**src/rtl/pss_pkg.sv**
```systemverilog
// Pump supervisor package: shared types, codes and event builders.
// Used by pss_cfg, pss_ctrl, pss_dp and pump_supervisor_fsm.
// No dependencies.
package pss_pkg;

  // Pump modes, also the pump_state code of a status event
  typedef enum logic [2:0] {
    MODE_IDLE     = 3'd0,
    MODE_PRIMING  = 3'd1,
    MODE_RUNNING  = 3'd2,
    MODE_STOPPING = 3'd3,
    MODE_FAULT    = 3'd4
  } mode_t;

  // Request codes
  localparam logic [3:0] REQ_START  = 4'd0;
  localparam logic [3:0] REQ_STOP   = 4'd1;
  localparam logic [3:0] REQ_ESTOP  = 4'd2;
  localparam logic [3:0] REQ_RESET  = 4'd3;
  localparam logic [3:0] REQ_SETSPD = 4'd4;
  localparam logic [3:0] REQ_QUERY  = 4'd5;
  localparam logic [3:0] REQ_TICK   = 4'd6;
  localparam logic [3:0] REQ_GUI_HB = 4'd7;
  localparam logic [3:0] REQ_GUI_LOST = 4'd8;

  // Alarm codes
  localparam logic [2:0] ALM_NONE         = 3'd0;
  localparam logic [2:0] ALM_ESTOP_REMOTE = 3'd1;
  localparam logic [2:0] ALM_ESTOP_LOCAL  = 3'd2;
  localparam logic [2:0] ALM_OVER_TEMP    = 3'd3;
  localparam logic [2:0] ALM_TEMP_HIGH    = 3'd4;
  localparam logic [2:0] ALM_VIB_HIGH     = 3'd5;
  localparam logic [2:0] ALM_VIB_TRIP     = 3'd6;
  localparam logic [2:0] ALM_GUI_LOST     = 3'd7;

  // Ramp modes
  localparam logic [1:0] RAMP_UP    = 2'd0;
  localparam logic [1:0] RAMP_DOWN  = 2'd1;
  localparam logic [1:0] RAMP_COAST = 2'd2;

  // Event kinds
  localparam logic EV_STATUS = 1'b0;
  localparam logic EV_ALARM  = 1'b1;

  // Configuration register indexes
  localparam logic [2:0] REG_TEMP_TRIP  = 3'd0;
  localparam logic [2:0] REG_TEMP_WARN  = 3'd1;
  localparam logic [2:0] REG_TEMP_RESET = 3'd2;
  localparam logic [2:0] REG_VIB_WARN   = 3'd3;
  localparam logic [2:0] REG_VIB_TRIP   = 3'd4;
  localparam logic [2:0] REG_VIB_TICKS  = 3'd5;
  localparam logic [2:0] REG_PRIME_TICKS = 3'd6;
  localparam logic [2:0] REG_STOP_SPEED = 3'd7;

  localparam int QDEPTH = 8;

  typedef struct packed {
    logic signed [11:0] temp_trip_level;
    logic signed [11:0] temp_warn_level;
    logic signed [11:0] temp_reset_level;
    logic [13:0]        vib_warn_level;
    logic [13:0]        vib_trip_level;
    logic [15:0]        vib_trip_ticks;
    logic [15:0]        prime_ticks;
    logic [15:0]        stopped_speed;
  } cfg_t;

  // Datapath operations issued by the sequencer
  typedef enum logic [3:0] {
    OP_NONE,
    OP_LOAD,
    OP_ENTER,
    OP_STATUS,
    OP_ALARM,
    OP_REPUB,
    OP_SETPT,
    OP_TICK,
    OP_TURN,
    OP_VCNT,
    OP_GUI
  } op_t;

  typedef struct packed {
    op_t        op;
    mode_t      mode;
    logic [2:0] code;
    logic       sev;
    logic       on;
    logic       drain;
  } dp_cmd_t;

  typedef struct packed {
    logic [3:0] req;
    mode_t      mode;
    logic [2:0] latched_fault;
    logic       gui_online;
    logic       btn_edge;
    logic       prime_done;
    logic       reset_refused;
    logic       stopped;
    logic       temp_trip;
    logic       twarn_set;
    logic       twarn_clr;
    logic       vwarn_set;
    logic       vwarn_clr;
    logic       vib_trip;
    logic       drained;
  } dp_stat_t;

  // Sequencer states
  typedef enum logic [4:0] {
    S_IDLE,
    S_DISPATCH,
    S_RST_E,
    S_HB_A,
    S_HB_S,
    S_LOST_A,
    S_LOST_E,
    S_REPUB,
    S_T_BTN,
    S_T_MODE,
    S_T_TURN,
    S_T_TEMP,
    S_T_TW,
    S_T_VW,
    S_T_VC,
    S_T_VIB,
    S_TRIP_E,
    S_DRAIN
  } ctrl_state_t;

  typedef struct packed {
    logic        kind;
    logic [2:0]  state;
    logic [2:0]  fault;
    logic [15:0] setpoint;
    logic [15:0] target;
    logic [1:0]  ramp;
    logic [2:0]  acode;
    logic        sev;
    logic        active;
  } event_t;

  function automatic event_t mk_status(mode_t m, logic [2:0] fc, logic [15:0] sp,
                                       logic [15:0] prime_speed);
    event_t e;
    e = '0;
    e.kind     = EV_STATUS;
    e.state    = m;
    e.fault    = fc;
    e.setpoint = sp;
    case (m)
      MODE_PRIMING:  e.target = prime_speed;
      MODE_RUNNING:  e.target = sp;
      default:       e.target = '0;
    endcase
    case (m)
      MODE_STOPPING: e.ramp = RAMP_DOWN;
      MODE_FAULT:    e.ramp = RAMP_COAST;
      default:       e.ramp = RAMP_UP;
    endcase
    return e;
  endfunction

  function automatic event_t mk_alarm(logic [2:0] code, logic sev, logic on);
    event_t e;
    e = '0;
    e.kind   = EV_ALARM;
    e.acode  = code;
    e.sev    = sev;
    e.active = on;
    return e;
  endfunction

endpackage

```
**src/rtl/pss_cfg.sv**
```systemverilog
// Pump supervisor configuration registers behind an APB-style port.
// Depends on pss_pkg (cfg_t, register indexes).
module pss_cfg (
  input  logic          clk,
  input  logic          rst_n,
  input  logic          psel,
  input  logic          penable,
  input  logic          pwrite,
  input  logic [4:0]    paddr,
  input  logic [31:0]   pwdata,
  output logic [31:0]   prdata,
  output logic          pready,
  output pss_pkg::cfg_t cfg
);
  import pss_pkg::*;

  cfg_t       cfg_r, cfg_nxt;
  logic [2:0] idx;
  logic       wr_en;

  assign idx    = paddr[4:2];
  assign wr_en  = psel & penable & pwrite;
  assign pready = 1'b1;
  assign cfg    = cfg_r;

  // Register write decode
  always_comb begin
    cfg_nxt = cfg_r;
    if (wr_en) begin
      case (idx)
        REG_TEMP_TRIP:   cfg_nxt.temp_trip_level  = pwdata[11:0];
        REG_TEMP_WARN:   cfg_nxt.temp_warn_level  = pwdata[11:0];
        REG_TEMP_RESET:  cfg_nxt.temp_reset_level = pwdata[11:0];
        REG_VIB_WARN:    cfg_nxt.vib_warn_level   = pwdata[13:0];
        REG_VIB_TRIP:    cfg_nxt.vib_trip_level   = pwdata[13:0];
        REG_VIB_TICKS:   cfg_nxt.vib_trip_ticks   = pwdata[15:0];
        REG_PRIME_TICKS: cfg_nxt.prime_ticks      = pwdata[15:0];
        REG_STOP_SPEED:  cfg_nxt.stopped_speed    = pwdata[15:0];
        default:         cfg_nxt = cfg_r;
      endcase
    end
  end

  always_ff @(posedge clk) begin
    if (!rst_n) begin
      cfg_r.temp_trip_level  <= 12'sd900;
      cfg_r.temp_warn_level  <= 12'sd800;
      cfg_r.temp_reset_level <= 12'sd600;
      cfg_r.vib_warn_level   <= 14'd2000;
      cfg_r.vib_trip_level   <= 14'd4000;
      cfg_r.vib_trip_ticks   <= 16'd20;
      cfg_r.prime_ticks      <= 16'd40;
      cfg_r.stopped_speed    <= 16'd50;
    end else begin
      cfg_r <= cfg_nxt;
    end
  end

  // Read mux
  always_comb begin
    case (idx)
      REG_TEMP_TRIP:   prdata = {20'd0, cfg_r.temp_trip_level};
      REG_TEMP_WARN:   prdata = {20'd0, cfg_r.temp_warn_level};
      REG_TEMP_RESET:  prdata = {20'd0, cfg_r.temp_reset_level};
      REG_VIB_WARN:    prdata = {18'd0, cfg_r.vib_warn_level};
      REG_VIB_TRIP:    prdata = {18'd0, cfg_r.vib_trip_level};
      REG_VIB_TICKS:   prdata = {16'd0, cfg_r.vib_trip_ticks};
      REG_PRIME_TICKS: prdata = {16'd0, cfg_r.prime_ticks};
      REG_STOP_SPEED:  prdata = {16'd0, cfg_r.stopped_speed};
      default:         prdata = '0;
    endcase
  end

endmodule

```
**src/rtl/pss_ctrl.sv**
```systemverilog
// Pump supervisor sequencer: walks each request through its steps, one
// datapath operation per cycle, then drains the event queue.
// Depends on pss_pkg (ctrl_state_t, dp_cmd_t, dp_stat_t, codes).
module pss_ctrl (
  input  logic              clk,
  input  logic              rst_n,
  input  logic              in_valid,
  output logic              in_stall,
  input  pss_pkg::dp_stat_t stat,
  output pss_pkg::dp_cmd_t  cmd
);
  import pss_pkg::*;

  ctrl_state_t state_r, state_nxt;
  logic [2:0]  rep_r, rep_nxt;   // alarm code being republished
  logic [2:0]  trip_r, trip_nxt; // fault code of the trip in progress
  logic        not_fault;
  logic        pri_or_run;

  assign not_fault  = (stat.mode != MODE_FAULT);
  assign pri_or_run = (stat.mode == MODE_PRIMING) || (stat.mode == MODE_RUNNING);
  assign in_stall   = (state_r != S_IDLE);

  always_ff @(posedge clk) begin
    if (!rst_n) begin
      state_r <= S_IDLE;
      rep_r   <= ALM_NONE;
      trip_r  <= ALM_NONE;
    end else begin
      state_r <= state_nxt;
      rep_r   <= rep_nxt;
      trip_r  <= trip_nxt;
    end
  end

  // Next state and command
  always_comb begin
    state_nxt = state_r;
    rep_nxt   = rep_r;
    trip_nxt  = trip_r;
    cmd       = '{op: OP_NONE, mode: MODE_IDLE, code: ALM_NONE, sev: 1'b0,
                  on: 1'b0, drain: 1'b0};
    case (state_r)
      S_IDLE: begin
        if (in_valid) begin
          cmd.op    = OP_LOAD;
          state_nxt = S_DISPATCH;
        end
      end

      S_DISPATCH: begin
        state_nxt = S_DRAIN;
        case (stat.req)
          REQ_START: begin
            if (stat.mode == MODE_IDLE) begin
              cmd.op   = OP_ENTER;
              cmd.mode = MODE_PRIMING;
            end
          end
          REQ_STOP: begin
            if (pri_or_run) begin
              cmd.op   = OP_ENTER;
              cmd.mode = MODE_STOPPING;
            end
          end
          REQ_ESTOP: begin
            if (not_fault) begin
              cmd.op    = OP_ALARM;
              cmd.code  = ALM_ESTOP_REMOTE;
              cmd.sev   = 1'b1;
              cmd.on    = 1'b1;
              trip_nxt  = ALM_ESTOP_REMOTE;
              state_nxt = S_TRIP_E;
            end
          end
          REQ_RESET: begin
            if (!not_fault) begin
              if (stat.reset_refused) begin
                cmd.op = OP_STATUS;
              end else begin
                cmd.op    = OP_ALARM;
                cmd.code  = stat.latched_fault;
                cmd.sev   = 1'b1;
                cmd.on    = 1'b0;
                state_nxt = S_RST_E;
              end
            end
          end
          REQ_SETSPD: cmd.op = OP_SETPT;
          REQ_QUERY: begin
            cmd.op    = OP_STATUS;
            rep_nxt   = ALM_ESTOP_REMOTE;
            state_nxt = S_REPUB;
          end
          REQ_TICK: begin
            cmd.op    = OP_TICK;
            state_nxt = S_T_BTN;
          end
          REQ_GUI_HB: begin
            if (!stat.gui_online) begin
              cmd.op    = OP_GUI;
              cmd.on    = 1'b1;
              state_nxt = S_HB_A;
            end
          end
          REQ_GUI_LOST: begin
            cmd.op = OP_GUI;
            cmd.on = 1'b0;
            if (pri_or_run) state_nxt = S_LOST_A;
          end
          default: state_nxt = S_DRAIN;
        endcase
      end

      S_RST_E: begin
        cmd.op    = OP_ENTER;
        cmd.mode  = MODE_IDLE;
        state_nxt = S_DRAIN;
      end

      // Heartbeat after link loss
      S_HB_A: begin
        cmd.op    = OP_ALARM;
        cmd.code  = ALM_GUI_LOST;
        state_nxt = S_HB_S;
      end
      S_HB_S: begin
        cmd.op    = OP_STATUS;
        rep_nxt   = ALM_ESTOP_REMOTE;
        state_nxt = S_REPUB;
      end

      // Link lost while turning under drive
      S_LOST_A: begin
        cmd.op    = OP_ALARM;
        cmd.code  = ALM_GUI_LOST;
        cmd.on    = 1'b1;
        state_nxt = S_LOST_E;
      end
      S_LOST_E: begin
        cmd.op    = OP_ENTER;
        cmd.mode  = MODE_STOPPING;
        state_nxt = S_DRAIN;
      end

      // Republish every raised alarm, codes one to seven
      S_REPUB: begin
        cmd.op   = OP_REPUB;
        cmd.code = rep_r;
        if (rep_r == ALM_GUI_LOST) state_nxt = S_DRAIN;
        else rep_nxt = rep_r + 3'd1;
      end

      // Tick steps
      S_T_BTN: begin
        state_nxt = S_T_MODE;
        if (stat.btn_edge && not_fault) begin
          cmd.op    = OP_ALARM;
          cmd.code  = ALM_ESTOP_LOCAL;
          cmd.sev   = 1'b1;
          cmd.on    = 1'b1;
          trip_nxt  = ALM_ESTOP_LOCAL;
          state_nxt = S_TRIP_E;
        end
      end
      S_T_MODE: begin
        state_nxt = S_T_TURN;
        if (stat.mode == MODE_PRIMING && stat.prime_done) begin
          cmd.op   = OP_ENTER;
          cmd.mode = MODE_RUNNING;
        end else if (stat.mode == MODE_STOPPING && stat.stopped) begin
          cmd.op   = OP_ENTER;
          cmd.mode = MODE_IDLE;
        end
      end
      S_T_TURN: begin
        cmd.op    = OP_TURN;
        state_nxt = S_T_TEMP;
      end
      S_T_TEMP: begin
        state_nxt = S_T_TW;
        if (stat.temp_trip && not_fault) begin
          cmd.op    = OP_ALARM;
          cmd.code  = ALM_OVER_TEMP;
          cmd.sev   = 1'b1;
          cmd.on    = 1'b1;
          trip_nxt  = ALM_OVER_TEMP;
          state_nxt = S_TRIP_E;
        end
      end
      S_T_TW: begin
        state_nxt = S_T_VW;
        if (stat.twarn_set || stat.twarn_clr) begin
          cmd.op   = OP_ALARM;
          cmd.code = ALM_TEMP_HIGH;
          cmd.on   = stat.twarn_set;
        end
      end
      S_T_VW: begin
        state_nxt = S_T_VC;
        if (stat.vwarn_set || stat.vwarn_clr) begin
          cmd.op   = OP_ALARM;
          cmd.code = ALM_VIB_HIGH;
          cmd.on   = stat.vwarn_set;
        end
      end
      S_T_VC: begin
        cmd.op    = OP_VCNT;
        state_nxt = S_T_VIB;
      end
      S_T_VIB: begin
        state_nxt = S_DRAIN;
        if (stat.vib_trip && not_fault) begin
          cmd.op    = OP_ALARM;
          cmd.code  = ALM_VIB_TRIP;
          cmd.sev   = 1'b1;
          cmd.on    = 1'b1;
          trip_nxt  = ALM_VIB_TRIP;
          state_nxt = S_TRIP_E;
        end
      end

      // Second half of a trip: latch the fault; resume where it came from
      S_TRIP_E: begin
        cmd.op   = OP_ENTER;
        cmd.mode = MODE_FAULT;
        cmd.code = trip_r;
        case (trip_r)
          ALM_ESTOP_LOCAL: state_nxt = S_T_MODE;
          ALM_OVER_TEMP:   state_nxt = S_T_TW;
          default:         state_nxt = S_DRAIN;
        endcase
      end

      S_DRAIN: begin
        cmd.drain = 1'b1;
        if (stat.drained) state_nxt = S_IDLE;
      end

      default: state_nxt = S_IDLE;
    endcase
  end

endmodule

```
**src/rtl/pss_dp.sv**
```systemverilog
// Pump supervisor datapath: pump state, alarm flags, protection compares
// and the eight-entry event queue that feeds the result channel.
// Depends on pss_pkg (cfg_t, dp_cmd_t, dp_stat_t, event_t, builders).
module pss_dp #(
  parameter int MIN_SETPOINT     = 500,
  parameter int MAX_SETPOINT     = 3000,
  parameter int DEFAULT_SETPOINT = 1500,
  parameter int PRIME_SPEED      = 800
) (
  input  logic               clk,
  input  logic               rst_n,
  input  pss_pkg::dp_cmd_t   cmd,
  input  pss_pkg::cfg_t      cfg,
  output pss_pkg::dp_stat_t  stat,
  input  logic [3:0]         in_req_type,
  input  logic [15:0]        in_speed_request,
  input  logic [15:0]        in_motor_speed,
  input  logic signed [11:0] in_motor_temp,
  input  logic [13:0]        in_vibration,
  input  logic               in_stop_button,
  output logic               out_valid,
  input  logic               out_stall,
  output logic               out_event_kind,
  output logic [2:0]         out_pump_state,
  output logic [2:0]         out_fault_code,
  output logic [15:0]        out_setpoint,
  output logic [15:0]        out_target_speed,
  output logic [1:0]         out_ramp_mode,
  output logic [2:0]         out_alarm_code,
  output logic               out_alarm_severity,
  output logic               out_alarm_active,
  output logic               out_last
);
  import pss_pkg::*;

  localparam logic [15:0] MIN_SP   = 16'(MIN_SETPOINT);
  localparam logic [15:0] MAX_SP   = 16'(MAX_SETPOINT);
  localparam logic [15:0] DEF_SP   = 16'(DEFAULT_SETPOINT);
  localparam logic [15:0] PRIME_SP = 16'(PRIME_SPEED);
  localparam logic [15:0] CNT_MAX  = 16'hFFFF;
  localparam logic [3:0]  QFULL    = 4'(QDEPTH);

  // Captured item
  logic [3:0]         req_r;
  logic [15:0]        sreq_r, spd_r;
  logic signed [11:0] temp_r;
  logic [13:0]        vib_r;
  logic               btn_r;

  // Pump state
  mode_t       mode_r, mode_nxt;
  logic [2:0]  lf_r, lf_nxt;
  logic [15:0] sp_r, sp_nxt;
  logic [15:0] tim_r, tim_nxt;
  logic [15:0] vot_r, vot_nxt;
  logic        bwp_r, bwp_nxt;
  logic        gui_r, gui_nxt;
  logic [6:0]  aflag_r, aflag_nxt;
  logic [6:0]  asev_r, asev_nxt;
  logic        bedge_r, bedge_nxt;
  logic        turn_r, turn_nxt;

  // Event queue
  event_t      q_r [QDEPTH];
  logic [3:0]  cnt_r, cnt_nxt;
  logic [3:0]  rd_r, rd_nxt;
  event_t      ev;
  event_t      head;
  logic        push;
  logic        xfer;

  // Helpers
  logic [2:0]         aidx;
  logic [6:0]         abit;
  logic               acur;
  logic [15:0]        clamp_lo, clamp;
  logic signed [12:0] temp_x, warn_x, warn_lo;
  logic [18:0]        vib20, warn17;
  logic [15:0]        need;

  assign aidx = cmd.code - 3'd1;
  assign abit = 7'd1 << aidx;
  assign acur = |(aflag_r & abit);

  // Setpoint clamp: raise to minimum first, then cap at maximum
  assign clamp_lo = (sreq_r < MIN_SP) ? MIN_SP : sreq_r;
  assign clamp    = (clamp_lo > MAX_SP) ? MAX_SP : clamp_lo;

  // Protection compares
  assign temp_x  = {temp_r[11], temp_r};
  assign warn_x  = {cfg.temp_warn_level[11], cfg.temp_warn_level};
  assign warn_lo = warn_x - 13'sd30;
  assign vib20   = {1'b0, vib_r, 4'd0} + {3'd0, vib_r, 2'd0};
  assign warn17  = {1'b0, cfg.vib_warn_level, 4'd0} + {5'd0, cfg.vib_warn_level};
  assign need    = (cfg.vib_trip_ticks == 16'd0) ? 16'd1 : cfg.vib_trip_ticks;

  always_comb begin
    stat.req           = req_r;
    stat.mode          = mode_r;
    stat.latched_fault = lf_r;
    stat.gui_online    = gui_r;
    stat.btn_edge      = bedge_r;
    stat.prime_done    = (tim_r >= cfg.prime_ticks);
    stat.stopped       = (spd_r < cfg.stopped_speed);
    stat.reset_refused = (spd_r >= cfg.stopped_speed) ||
                         (temp_r >= cfg.temp_reset_level) || btn_r;
    stat.temp_trip     = (temp_r > cfg.temp_trip_level);
    stat.twarn_set     = !aflag_r[3] && (temp_x > warn_x);
    stat.twarn_clr     = aflag_r[3] && (temp_x < warn_lo);
    stat.vwarn_set     = !aflag_r[4] && (vib_r > cfg.vib_warn_level);
    stat.vwarn_clr     = aflag_r[4] && (vib20 < warn17);
    stat.vib_trip      = (vot_r >= need);
    stat.drained       = (rd_r == cnt_r);
  end

  // Operation decode
  always_comb begin
    mode_nxt  = mode_r;
    lf_nxt    = lf_r;
    sp_nxt    = sp_r;
    tim_nxt   = tim_r;
    vot_nxt   = vot_r;
    bwp_nxt   = bwp_r;
    gui_nxt   = gui_r;
    aflag_nxt = aflag_r;
    asev_nxt  = asev_r;
    bedge_nxt = bedge_r;
    turn_nxt  = turn_r;
    push      = 1'b0;
    ev        = mk_status(mode_r, lf_r, sp_r, PRIME_SP);
    case (cmd.op)
      OP_ENTER: begin
        mode_nxt = cmd.mode;
        lf_nxt   = cmd.code;
        tim_nxt  = '0;
        vot_nxt  = '0;
        push     = 1'b1;
        ev       = mk_status(cmd.mode, cmd.code, sp_r, PRIME_SP);
      end
      OP_STATUS: push = 1'b1;
      OP_SETPT: begin
        sp_nxt = clamp;
        push   = 1'b1;
        ev     = mk_status(mode_r, lf_r, clamp, PRIME_SP);
      end
      OP_ALARM: begin
        // Only a change of the flag is reported
        if (cmd.code != ALM_NONE && acur != cmd.on) begin
          aflag_nxt = cmd.on ? (aflag_r | abit) : (aflag_r & ~abit);
          asev_nxt  = cmd.sev ? (asev_r | abit) : (asev_r & ~abit);
          push      = 1'b1;
        end
        ev = mk_alarm(cmd.code, cmd.sev, cmd.on);
      end
      OP_REPUB: begin
        push = acur && (cmd.code != ALM_NONE);
        ev   = mk_alarm(cmd.code, |(asev_r & abit), 1'b1);
      end
      OP_TICK: begin
        if (tim_r != CNT_MAX) tim_nxt = tim_r + 16'd1;
        bedge_nxt = btn_r & ~bwp_r;
        bwp_nxt   = btn_r;
      end
      OP_TURN: begin
        turn_nxt = (mode_r == MODE_PRIMING) || (mode_r == MODE_RUNNING) ||
                   (mode_r == MODE_STOPPING);
      end
      OP_VCNT: begin
        if (turn_r && vib_r > cfg.vib_trip_level) begin
          if (vot_r != CNT_MAX) vot_nxt = vot_r + 16'd1;
        end else begin
          vot_nxt = '0;
        end
      end
      OP_GUI: gui_nxt = cmd.on;
      default: push = 1'b0;
    endcase
  end

  // Queue pointers
  assign xfer = out_valid & ~out_stall;

  always_comb begin
    cnt_nxt = cnt_r;
    rd_nxt  = rd_r;
    if (cmd.op == OP_LOAD) begin
      cnt_nxt = '0;
      rd_nxt  = '0;
    end else begin
      if (push && cnt_r != QFULL) cnt_nxt = cnt_r + 4'd1;
      if (xfer) rd_nxt = rd_r + 4'd1;
    end
  end

  always_ff @(posedge clk) begin
    if (!rst_n) begin
      mode_r  <= MODE_IDLE;
      lf_r    <= ALM_NONE;
      sp_r    <= DEF_SP;
      tim_r   <= '0;
      vot_r   <= '0;
      bwp_r   <= 1'b0;
      gui_r   <= 1'b0;
      aflag_r <= '0;
      asev_r  <= '0;
      bedge_r <= 1'b0;
      turn_r  <= 1'b0;
      cnt_r   <= '0;
      rd_r    <= '0;
    end else begin
      mode_r  <= mode_nxt;
      lf_r    <= lf_nxt;
      sp_r    <= sp_nxt;
      tim_r   <= tim_nxt;
      vot_r   <= vot_nxt;
      bwp_r   <= bwp_nxt;
      gui_r   <= gui_nxt;
      aflag_r <= aflag_nxt;
      asev_r  <= asev_nxt;
      bedge_r <= bedge_nxt;
      turn_r  <= turn_nxt;
      cnt_r   <= cnt_nxt;
      rd_r    <= rd_nxt;
    end
  end

  // Item capture and queue storage
  always_ff @(posedge clk) begin
    if (cmd.op == OP_LOAD) begin
      req_r  <= in_req_type;
      sreq_r <= in_speed_request;
      spd_r  <= in_motor_speed;
      temp_r <= in_motor_temp;
      vib_r  <= in_vibration;
      btn_r  <= in_stop_button;
    end
    if (push && cnt_r != QFULL) q_r[cnt_r[2:0]] <= ev;
  end

  // Result channel
  assign head               = q_r[rd_r[2:0]];
  assign out_valid          = cmd.drain && (rd_r != cnt_r);
  assign out_event_kind     = head.kind;
  assign out_pump_state     = head.state;
  assign out_fault_code     = head.fault;
  assign out_setpoint       = head.setpoint;
  assign out_target_speed   = head.target;
  assign out_ramp_mode      = head.ramp;
  assign out_alarm_code     = head.acode;
  assign out_alarm_severity = head.sev;
  assign out_alarm_active   = head.active;
  assign out_last           = ((rd_r + 4'd1) == cnt_r);

endmodule

```
**src/rtl/pump_supervisor_fsm.sv**
```systemverilog
// Pump supervisor top level: APB registers, sequencer and datapath.
// Depends on pss_pkg, pss_cfg, pss_ctrl and pss_dp.
//
//   Channel  Direction  Handshake            Carries
//   in_      in         in_valid / in_stall  request and measurements
//   out_     out        out_valid / out_stall status or alarm event, out_last
//   APB      in         psel/penable/pready  eight configuration registers
//
// An item passes through a capture step, a dispatch step and the further
// sequencer steps of its request. Its events (at most eight) are queued,
// then delivered one per cycle while out_stall is low, and the sequencer
// returns to idle once it sees the queue empty. in_stall is high from capture
// until the cycle after the last event transfer. out_stall holds the queue head
// in place. Reset is synchronous, active low.
module pump_supervisor_fsm #(
  parameter int MIN_SETPOINT     = 500,
  parameter int MAX_SETPOINT     = 3000,
  parameter int DEFAULT_SETPOINT = 1500,
  parameter int PRIME_SPEED      = 800
) (
  input  logic               clk,
  input  logic               rst_n,
  input  logic               psel,
  input  logic               penable,
  input  logic               pwrite,
  input  logic [4:0]         paddr,
  input  logic [31:0]        pwdata,
  output logic [31:0]        prdata,
  output logic               pready,
  input  logic               in_valid,
  output logic               in_stall,
  input  logic [3:0]         in_req_type,
  input  logic [15:0]        in_speed_request,
  input  logic [15:0]        in_motor_speed,
  input  logic signed [11:0] in_motor_temp,
  input  logic [13:0]        in_vibration,
  input  logic               in_stop_button,
  output logic               out_valid,
  input  logic               out_stall,
  output logic               out_event_kind,
  output logic [2:0]         out_pump_state,
  output logic [2:0]         out_fault_code,
  output logic [15:0]        out_setpoint,
  output logic [15:0]        out_target_speed,
  output logic [1:0]         out_ramp_mode,
  output logic [2:0]         out_alarm_code,
  output logic               out_alarm_severity,
  output logic               out_alarm_active,
  output logic               out_last
);
  import pss_pkg::*;

  cfg_t     cfg;
  dp_cmd_t  cmd;
  dp_stat_t stat;

  pss_cfg u_cfg (
    .clk     (clk),
    .rst_n   (rst_n),
    .psel    (psel),
    .penable (penable),
    .pwrite  (pwrite),
    .paddr   (paddr),
    .pwdata  (pwdata),
    .prdata  (prdata),
    .pready  (pready),
    .cfg     (cfg)
  );

  pss_ctrl u_ctrl (
    .clk      (clk),
    .rst_n    (rst_n),
    .in_valid (in_valid),
    .in_stall (in_stall),
    .stat     (stat),
    .cmd      (cmd)
  );

  pss_dp #(
    .MIN_SETPOINT     (MIN_SETPOINT),
    .MAX_SETPOINT     (MAX_SETPOINT),
    .DEFAULT_SETPOINT (DEFAULT_SETPOINT),
    .PRIME_SPEED      (PRIME_SPEED)
  ) u_dp (
    .clk                (clk),
    .rst_n              (rst_n),
    .cmd                (cmd),
    .cfg                (cfg),
    .stat               (stat),
    .in_req_type        (in_req_type),
    .in_speed_request   (in_speed_request),
    .in_motor_speed     (in_motor_speed),
    .in_motor_temp      (in_motor_temp),
    .in_vibration       (in_vibration),
    .in_stop_button     (in_stop_button),
    .out_valid          (out_valid),
    .out_stall          (out_stall),
    .out_event_kind     (out_event_kind),
    .out_pump_state     (out_pump_state),
    .out_fault_code     (out_fault_code),
    .out_setpoint       (out_setpoint),
    .out_target_speed   (out_target_speed),
    .out_ramp_mode      (out_ramp_mode),
    .out_alarm_code     (out_alarm_code),
    .out_alarm_severity (out_alarm_severity),
    .out_alarm_active   (out_alarm_active),
    .out_last           (out_last)
  );

  // Events only go out while an item is in hand
  a_out_busy: assert property (@(posedge clk) disable iff (!rst_n)
    out_valid |-> in_stall)
    else $error("event offered with no item in progress");

  // Accepting an item starts computation, never an immediate event
  a_accept_quiet: assert property (@(posedge clk) disable iff (!rst_n)
    (in_valid && !in_stall) |=> (in_stall && !out_valid))
    else $error("event offered in the cycle after item transfer");

  // Nothing follows the final event of an item
  a_last_ends: assert property (@(posedge clk) disable iff (!rst_n)
    (out_valid && !out_stall && out_last) |=> !out_valid)
    else $error("event offered after the last one of an item");

  // An alarm event never carries pump status fields
  a_alarm_clean: assert property (@(posedge clk) disable iff (!rst_n)
    (out_valid && out_event_kind == EV_ALARM) |->
      (out_pump_state == 3'd0 && out_setpoint == 16'd0 &&
       out_alarm_code != ALM_NONE))
    else $error("malformed alarm event");

endmodule

```
**config.mk**
```make
export PLATFORM = sky130hd
export DESIGN_NAME = pump_supervisor_fsm
export DESIGN_NICKNAME = d
export VERILOG_FILES = /design/src/rtl/pss_pkg.sv /design/src/rtl/pss_cfg.sv /design/src/rtl/pss_ctrl.sv /design/src/rtl/pss_dp.sv /design/src/rtl/pump_supervisor_fsm.sv
export SDC_FILE = /design/constraint.sdc
export NUM_CORES = 1
export LEC_CHECK = 0
export BUFFER_PORTS_ARGS = -buffer_cell sky130_fd_sc_hd__buf_2
export CORE_ASPECT_RATIO = 1.4
export CORE_MARGIN = 2
export CORE_UTILIZATION = 40
export CTS_BUF_LIST = sky130_fd_sc_hd__clkbuf_8 sky130_fd_sc_hd__clkbuf_16
export DETAILED_ROUTE_END_ITERATION = 12
export PLACE_DENSITY = 0.55
export RECOVER_POWER = 100
export SLEW_MARGIN = 20
export SYNTH_ARGS = -nofsm -noshare
export SYNTH_HDL_FRONTEND = slang
export SYNTH_SLANG_ARGS = --single-unit
```
**constraint.sdc**
```tcl
create_clock -name clk -period 10.4 [get_ports clk]
set_input_delay 1.56 -clock clk [delete_from_list [all_inputs] [get_ports clk]]
set_output_delay 1.56 -clock clk [all_outputs]
set_load 0.01 [all_outputs]
```
==> out/metrics.cfg, run 1 <==
[power]
power_mw = 7.33
p_per_area_nw_per_um2 = 210
peakVddDrop_mv = 0.139
leakage_nw = 12.4

[timing]
hold-worst-slack_ps = 455
tightest_slew_ps = 4460
drv_slew = 533
final.setup.worst_slack_ps = 1450
finalHoldViolCount = 0
fin_crit_sh_pct = 86.1
rsz0062_at_grt = false
fmax_mhz = 112
setup_viol = 0
relSlewSlack_pct = -198
final.setup_skew_ps = 21.3
finalCriticalPeriod_ps = 8950
tns_ps = 0

[flow_run]
maxCapViolCount = 12

[die]
die-width_microns = 240
die_h_microns = 335
die_area_sq_um = 80400
core_sq_um = 77500
rows = 121
initial_core_util_pct = 40.3
io_pins = 189

[cts]
htreeDepth = 3
cts_made_buffers = 67
tritoncts = built
clk_pin_slew_worst_paths_ps = 60
hold_buffers = 0
clock_latency_ps = 620
ctsRootBufferMaster = clkbuf_16
clockBufferDepth = 3
cts_resized = 0
cts_sinks = 637
post_cts_buffers = 0

[logic_synthesis]
syn_area_per_cell_sq_um = 11.7
yosys.area_share.adder_pct = 6.97
synth_top_area_share_pct = 41.4
ys_seq_area_share_pct = 54.6
yosys_warnings = 0
synth-xor-area-share_pct = 1.74
synthMuxAreaShare_pct = 9.53
synth_seq_cells = 637
netlist_area_sq_um = 31300
synthSimpleGateAreaFrac_pct = 12.2
synth_top_family_by_area = simple AND/OR/NAND/NOR gates
synth_common_cells = 431 x edfxtp_1, 329 x nand2_1, 206 x dfxtp_1
ys_async_sr_fraction_pct = 0
synth_cells = 2669
synth_edf_count = 431
synth-compound-area-share_pct = 11.0
ys_top_cells_by_area = edfxtp_1 41%, dfxtp_1 13%, mux4_2 7.1%
synth_largest_area_cell = edfxtp_1
ys.flop_type = edfxtp_1
synthDistinctLibCells = 93
synthMostInstantiatedCell = edfxtp_1

[hold_path]
hold_path_class = reg2reg
worstHoldPathCells = 2

[placed_design]
place.port_buffers = 153
dpl.hpwl_microns = 63800
placed_cell_area_sq_um = 33000
dpl_worst_slack_ps = 2180
gp_congestion = 0.926
place_inst = 3762

[critical_path]
rr_worst_depth = 25
end_kind = register
cp_data_arrival_time_ps = 9190
reg2reg_slack_ps = 1450
crit_type = reg2reg
start_kind = register
cp_max_fo = 25
required_ps = 10640

[route]
firstDrtPassIters = 5
drt_iter0_drc = 1490
vias = 21900
vias_per_cell = 5.63
postRouteAntennaNets = 0
routedWlPerCell_microns = 23.5
wl_microns = 91500
drc = 0

[global_routing]
grt_overflow = 0
grt_max_degree = 91
antenna_found_initial = 4
grt_pass1_wl_microns = 137000
grt_pass1_vias = 22400
grt_usage_pct = 22.7

[final_layout]
syn2layout_area_growth_pct = 11.7
fin_cells = 3886
fill_cells = 7264
nNetsFinal = 3067
drive_gt1_share_pct = 13.0
fin_area_sq_um = 34900
utilization_pct = 45.1
seqCellArea_sq_um = 17100
multi_input_area_sq_um = 13000

[outcome]
violations = max-capacitance violations, max-slew violations
status = finished, violations left

==> critical path, cell delays in order, from the launching register on <==
cell and delay (ps):
edfxtp_1 480, ha_1 260, fa_1 410, a21o_1 190, a21oi_1 240, o21bai_1 100
a21oi_1 230, nor2b_1 80, o21a_1 190, o21ai_0 140, nand2b_1 80, a21oi_1 210
o21ai_0 180, xor2_1 180, ha_1 330, a211oi_1 230, nor2_1 80, a2111oi_0 340
a21boi_0 980, or2_0 250, nor4_1 150, a21o_1 360, o31ai_1 1020, a21bo_4 280
and4_2 870, clkbuf_1 670
==> registers in the layout, indices dropped and copies added (netlist names), 14 cells and up, named ones only <==
name	cells
u_dp.spd_r	16
u_dp.q_r	368
u_dp.sreq_r	16
u_dp.vot_r	16
u_dp.vib_r	14
u_dp.sp_r	16
u_cfg.cfg	112
u_dp.tim_r	16
==> placed cells by master (no fill, tap or decap), drive strengths merged, types with 10 or more instances in the layout <==
cell type,n
and4,18
a21oi,190
dfxtp,206
nor2b,26
o211ai,43
a21o,31
a22oi,10
nor2,137
clkinv,24
or3,15
nor4,16
nand3,63
ha,171
a221oi,14
nor3b,11
a31oi,19
o21ai,100
o21a,17
mux2,47
edfxtp,431
clkbuf,140
mux4,99
inv,161
nand2b,25
a211oi,22
o31ai,18
buf,117
mux2i,22
xnor2,44
xor2,18
and2,22
nand4,33
nor3,32
or4,16
nand2,330
conb,17
o21bai,13
and3,27
==> power breakdown <==
group / internal (mW) / switching [mW]
clock: 1.36 / 1.02
combinational: 0.594 / 1.13
sequential: 3.08 / 0.142
==> kinds of logic (layout without fill, tap and decap cells) <==
logic type,after synthesis,in the layout
flip-flops,637,637
AND/OR/NAND/NOR,790,790
multiplexers,168,168
adder cells (fa/ha/maj),173,173
other,2,20
buffers and inverters,296,450
XOR/XNOR,62,62
AO/OA/AOI/OAI,541,541
==> area by class of cell <==
type / instances / area share [%]
multi-input cells: 1751 / 37.1
repair buffers: 184 / 2.48
flip-flops and latches: 637 / 48.9
well taps: 1045 / 3.74
clock buffers: 73 / 5.10
inverters: 146 / 1.57
diodes: 3 / 0.0215
clock inverters: 47 / 1.08
==> per-layer routing <==
metal	share of wire [%]	track usage (%)	vias up	routed length (microns)
li1	-	-	10200	-
met1	38	25.6	10800	35000
met2	52	41.0	680	47100
met3	4.9	3.14	184	4480
met4	5.3	12.2	4	4810
met5	0.034	0	-	31
==> worst paths after layout <==
kind | endpoint | from
worst max register to register | u_dp.q_r[3][18] | u_dp.vib_r[2]
worst min register to register | u_cfg.cfg[8] | u_cfg.cfg[8]
worst min-delay path | u_cfg.cfg[8] | u_cfg.cfg[8]
worst max-delay path | u_dp.q_r[3][18] | u_dp.vib_r[2]
Note: power is estimated with default switching activity, not from simulation.
==> run 2, diff against run 1 <==
--- a/config.mk
+++ b/config.mk
@@ -5,13 +5,13 @@
 export SDC_FILE = /design/constraint.sdc
 export NUM_CORES = 1
 export LEC_CHECK = 0
-export BUFFER_PORTS_ARGS = -buffer_cell sky130_fd_sc_hd__buf_2
 export CORE_ASPECT_RATIO = 1.4
 export CORE_MARGIN = 2
 export CORE_UTILIZATION = 40
 export CTS_BUF_LIST = sky130_fd_sc_hd__clkbuf_8 sky130_fd_sc_hd__clkbuf_16
 export DETAILED_ROUTE_END_ITERATION = 12
-export PLACE_DENSITY = 0.55
+export DONT_BUFFER_PORTS = 1
+export PLACE_DENSITY = 0.53
 export RECOVER_POWER = 100
 export SLEW_MARGIN = 20
 export SYNTH_ARGS = -nofsm -noshare
==> run 2 against run 1 <==
Against the previous run:
- the flow still finishes with violations (max-capacitance violations, max-slew violations)
- global-route usage shrank 0.27 points
- worst setup slack gained 120 ps
- critical path depth rose by 1
- register-to-register slack improved by 120 ps
- routed wire length down 1.8%
- flip-flop and latch count stayed put
- worst hold slack improved by 0.68 ps
- clock power hardly changed
- total power shrank 1.8%
- design area fell by 2.2%
- via count fell by 3.3%
- sequential share of layout area grew 1.1 points
==> out/metrics.cfg, run 2 (same netlist as run 1, synthesis figures left out) <==
[critical_path]
crit_top_cell = a21oi_1
required_ps = 10620  ; -20 ps
crit_type = reg2reg
r2r-start = u_dp.vib_r[0]
slowest_delay_ps = 1230  ; +210 ps
cpMaxStageDelayCell = clkbuf_2
start_kind = register
cp_data_arrival_time_ps = 9050  ; -140 ps
end_kind = register
rr_endpoint = u_dp.q_r[5][19]
cp_max_fo = 46  ; +84%
reg2reg_slack_ps = 1560  ; +120 ps
rr_worst_depth = 26  ; +4.0%

[die]
die_area_sq_um = 80400  ; unchanged
io_pins = 189  ; unchanged
rows = 121  ; unchanged
die_h_microns = 335  ; unchanged
initial_core_util_pct = 40.3  ; unchanged
die-width_microns = 240  ; unchanged
core_sq_um = 77500  ; unchanged

[cts]
hold_buffers = 0  ; unchanged
post_cts_buffers = 0  ; unchanged
htreeDepth = 3  ; unchanged
clk_pin_slew_worst_paths_ps = 60  ; about the same
cts_sinks = 637  ; unchanged
tritoncts = built
cts_made_buffers = 67  ; unchanged
clockBufferDepth = 3  ; unchanged
clock_latency_ps = 630  ; about the same
ctsRootBufferMaster = clkbuf_16
cts_resized = 0  ; unchanged

[hold_path]
holdPathEnd = u_cfg.cfg[27]
hold_start = u_cfg.cfg[27]
hold_path_class = reg2reg
worstHoldPathCells = 2  ; unchanged

[global_routing]
antenna_found_initial = 2  ; -2
grt_pass1_wl_microns = 134000  ; -1.8%
grt_overflow = 0  ; unchanged
grt_usage_pct = 22.4  ; -0.27 points
grt_max_degree = 88  ; -3.3%
grt_pass1_vias = 21600  ; -3.6%

[timing]
fmax_mhz = 113  ; +1.3%
tns_ps = 0  ; unchanged
setup_viol = 0  ; unchanged
final.setup.worst_slack_ps = 1560  ; +118 ps
tightest_slew_ps = 4170  ; -291 ps
drv_slew = 571  ; +7.1%
relSlewSlack_pct = -178  ; +19 points
rsz0062_at_grt = false
finalCriticalPeriod_ps = 8840  ; -118 ps
final.setup_skew_ps = 22.7  ; +1.38 ps
fin_crit_sh_pct = 85.0  ; -1.1 points
finalHoldViolCount = 0  ; unchanged
hold-worst-slack_ps = 456  ; +0.680 ps

[outcome]
violations = max-capacitance violations, max-slew violations
status = finished, violations left

[power]
peakVddDrop_mv = 0.134  ; -3.7%
leakage_nw = 11.9  ; -4.2%
p_per_area_nw_per_um2 = 211  ; +0.40%

[route]
postRouteAntennaNets = 0  ; unchanged
drc = 0  ; unchanged
wl_microns = 89800  ; -1.8%
drt_iter0_drc = 1493  ; +0.20%
vias = 21100  ; -3.3%
routedWlPerCell_microns = 24.1  ; +2.5%
firstDrtPassIters = 6  ; +1
vias_per_cell = 5.68  ; +0.98%

[final_layout]
final_common_cell = edfxtp_1
drive_gt1_share_pct = 8.93  ; -4.1 points
fill_cells = 7278  ; +0.19%
syn2layout_area_growth_pct = 9.27
largest_reg_flops = 368  ; unchanged
layout_common_cells = 431 x edfxtp_1, 329 x nand2_1, 204 x dfxtp_1, 190 x a21oi_1, 171 x ha_1
nNetsFinal = 2904  ; -5.3%

[placed_design]
dpl_worst_slack_ps = 2330  ; +151 ps
gp_congestion = 0.892  ; -3.7%
place.port_buffers = 0  ; -100%
dpl.hpwl_microns = 62200  ; -2.4%

[flow_run]
maxCapViolCount = 12  ; unchanged

[run 2: stage by stage]
step	power (mW)	utilization [%]	area (sq um)	std cells
floorplan	4.41	-	31300	2684
global placement	4.87	41.5	32100	3599
detailed placement	4.92	41.5	32200	3600
CTS	7.30	44.2	34300	3721
global route	7.54	44.1	34200	3721
finish	7.19	44.1	34200	3722
[run 2: power breakdown]
| group | total (mW) | internal [mW] | leakage, nW | switching, mW |
|---|---|---|---|---|
| clock | 2.36 | 1.33 | 1.10 | 1.03 |
| combinational | 1.60 | 0.529 | 5.13 | 1.07 |
| sequential | 3.23 | 3.09 | 5.69 | 0.140 |
| total | 7.19 | 4.95 | 11.9 | 2.24 |
[run 2: how the worst max path moves through the flow]
stage | from | cells after the start | endpoint | slack (ps)
final | u_dp.vib_r[0] | 26 | u_dp.q_r[5][19] | 1560
after global routing | u_dp.vib_r[2] | 26 | u_dp.q_r[5][19] | 880
after CTS | u_dp.vib_r[2] | 26 | u_dp.q_r[4][8] | 2310
after detailed placement | u_dp.vib_r[2] | 26 | u_dp.q_r[4][19] | 2330
after global placement | u_dp.vib_r[2] | 26 | u_dp.q_r[4][19] | 2310
after floorplan | u_dp.vib_r[2] | 26 | u_dp.q_r[5][0] | 1410
[run 2: worst max-delay path: cells and delay by family (launching register included)]
kind | cells | cell delay [ps]
DFF | 1 | 460
buffers and inverters | 2 | 1520
AOI/OAI and AO/OA | 14 | 4390
xor gates and xnor gates | 1 | 170
and+or+nand+nor | 6 | 820
adders and majority gates | 3 | 1000
[run 2: final cells by class]
class,count,area (sq um),share of cell area [%]
Sequential cell,637,17100,50.0
Multi-Input combinational cell,1751,13000,38.0
Clock buffer,70,1720,5.03
Tap cell,1045,1310,3.83
Inverter,146,549,1.61
Clock inverter,51,417,1.22
Timing Repair Buffer,21,104,0.304
Antenna cell,1,2.50,0.00733
[run 2: layer usage]
metal  vias up  track usage, %  share of wire (%)
met1     10500            24.6                 38
met3       190            3.98                5.5
li1       9836               -                  -
met4         2            10.4                4.7
met5         -               0              0.014
met2       664            41.4                 52
==> run 3, diff against run 2 <==
==> constraint.sdc (replaced) <==
create_clock -name clk -period 9 [get_ports clk]
set_input_delay 1.35 -clock clk [delete_from_list [all_inputs] [get_ports clk]]
set_output_delay 1.35 -clock clk [all_outputs]
set_load 0.01 [all_outputs]
==> run 3 against run 2 <==
Against the previous run:
- the flow still finishes with violations (max-capacitance violations, max-slew violations)
- highest routed layer unchanged
- sequential share of layout area shrank 0.27 points
- sequential power up 16%
- via count about the same
- combinational power up 16%
- core utilization up 0.24 points
- critical endpoint is now u_dp.q_r[3][22]
- non-clock buffer count increased by 10
- critical path depth up 1
- worst setup slack worse by 420 ps
- critical path type unchanged
- clock power increased by 18%
- design area rose by 0.55%
- flip-flop and latch count unchanged
- routed wire length increased by 0.32%
==> out/metrics.cfg, run 3 (same netlist as run 1, synthesis figures left out) <==
[outcome]
status = finished, violations left
violations = max-capacitance violations, max-slew violations

[critical_path]
required_ps = 9300  ; -1320 ps
slowest_delay_ps = 810  ; -420 ps
cp_max_fo = 24  ; -48%
cpMaxStageDelayCell = and4_2
r2r-start = u_dp.vib_r[2]
rr_endpoint = u_dp.q_r[3][22]
start_kind = register
worstSetupEndpoint = u_dp.q_r[3][22]
end_kind = register
crit_top_cell = a21oi_1
worstSetupStartpoint = u_dp.vib_r[2]
reg2reg_slack_ps = 1140  ; -420 ps
crit_type = reg2reg
cp_data_arrival_time_ps = 8160  ; -890 ps
rr_worst_depth = 27  ; +3.8%

[route]
firstDrtPassIters = 5  ; -1
drt_iter0_drc = 1371  ; -8.2%
vias_per_cell = 5.66  ; -0.46%
routedWlPerCell_microns = 24.1  ; about the same
vias = 21100  ; -0.057%
drc = 0  ; unchanged
wl_microns = 90100  ; +0.32%
postRouteAntennaNets = 0  ; unchanged

[cts]
cts_resized = 0  ; unchanged
clockBufferDepth = 3  ; unchanged
ctsRootBufferMaster = clkbuf_16
htreeDepth = 3  ; unchanged
cts_sinks = 637  ; unchanged
clk_pin_slew_worst_paths_ps = 60  ; about the same
post_cts_buffers = 0  ; unchanged
clock_latency_ps = 630  ; about the same
tritoncts = built
hold_buffers = 0  ; unchanged
cts_made_buffers = 69  ; +3.0%

[placed_design]
dpl.hpwl_microns = 63200  ; +1.6%
place.port_buffers = 0  ; unchanged
gp_congestion = 0.915  ; +2.6%

[final_layout]
utilization_pct = 44.3  ; +0.24 points
syn2layout_area_growth_pct = 9.87
drive_gt1_share_pct = 9.22  ; +0.28 points
final_common_cell = edfxtp_1
nNetsFinal = 2916  ; +0.41%
largest_reg_flops = 368  ; unchanged
layout_common_cells = 431 x edfxtp_1, 329 x nand2_1, 204 x dfxtp_1, 190 x a21oi_1, 171 x ha_1

[global_routing]
grt.busiest_layer = met2
grt_max_degree = 92  ; +4.5%
antenna_found_initial = 2  ; unchanged
grt_use_met3_pct = 3.63  ; -0.35 points
use_met2_pct = 40.4  ; -1.0 points
grt_pass1_vias = 21500  ; -0.28%
grt_overflow = 0  ; unchanged
grt_util_met1_pct = 24.9  ; +0.27 points
grt_pass1_wl_microns = 133000  ; -0.53%
grt_usage_pct = 22.3  ; -0.072 points

[timing]
finalHoldViolCount = 0  ; unchanged
fmax_mhz = 127  ; +12%
fin_crit_sh_pct = 87.3  ; +2.3 points
setup_viol = 0  ; unchanged
final.setup_skew_ps = 27.5  ; +4.78 ps
tightest_slew_ps = 4460  ; +286 ps
drv_slew = 274  ; -52%
finalCriticalPeriod_ps = 7860  ; -978 ps
tns_ps = 0  ; unchanged
rsz0062_at_grt = false
relSlewSlack_pct = -197  ; -19 points

[power]
power_mw = 8.37  ; +16%
peakVddDrop_mv = 0.156  ; +17%
leakage_nw = 12.0  ; +0.79%
p_per_area_nw_per_um2 = 244  ; +16%

[die]
rows = 121  ; unchanged
core_sq_um = 77500  ; unchanged
initial_core_util_pct = 40.3  ; unchanged
die_h_microns = 335  ; unchanged
die_area_sq_um = 80400  ; unchanged
die-width_microns = 240  ; unchanged
io_pins = 189  ; unchanged

[hold_path]
hold_path_class = reg2reg

[flow_run]
maxCapViolCount = 7  ; -5

-- run 3: cell types whose count changed in the layout (fill, tap and decap cells not counted), sizes merged --
cell      delta
clkbuf       +9
clkinvlp     -1
buf          +3
inv          -3
clkinv       +8
bufinv       -1
-- run 3: layer usage --
metal	routed length, microns	part of all wire (%)
met3	4920	5.5
met1	33900	38
met4	5010	5.6
met2	46300	51
met5	7	0.0078
-- run 3: how the worst min path moves through the flow --
stage | from | end | slack, ps | cells after the start
after detailed placement | u_cfg.cfg[81] | u_cfg.cfg[81] | 450 | 2
after global placement | u_cfg.cfg[83] | u_cfg.cfg[83] | 440 | 2
after global routing | u_cfg.cfg[26] | u_cfg.cfg[26] | 470 | 2
final | u_cfg.cfg[78] | u_cfg.cfg[78] | 460 | 2
after CTS | u_cfg.cfg[81] | u_cfg.cfg[81] | 460 | 2
after floorplan | register | register | 430 | 2
-- run 3: layout make-up --
cell class	instances	area, sq um
Fill cell	7242	43200
Sequential cell	637	17100
Multi-Input combinational cell	1751	13000
Clock buffer	72	1790
Tap cell	1045	1310
Inverter	146	549
Clock inverter	54	425
Timing Repair Buffer	31	199
Antenna cell	1	2.50
-- run 3: per-stage QoR --
step	area, sq um	hold WS [ps]	cells	setup slack (ps)
detailed placement	32300	448	3609	1630
global route	34300	473	3736	531
floorplan	31300	433	2684	7.12
CTS	34500	456	3735	1580
global placement	32300	442	3608	1640
finish	34300	456	3737	1140
-- run 3: report_power, final --
group	switching (mW)	internal, mW
Clock	1.21	1.57
Combinational	1.23	0.623
Sequential	0.183	3.55
Total	2.62	5.75
-- run 3: worst max-delay path: cells and delay by family (launching register included) --
family	cells	cell delay (ps)
AOI/OAI and AO/OA	14	3060
adders and majority gates	3	960
buffers and inverters	2	530
DFF	1	500
and+or+nand+nor	8	2430
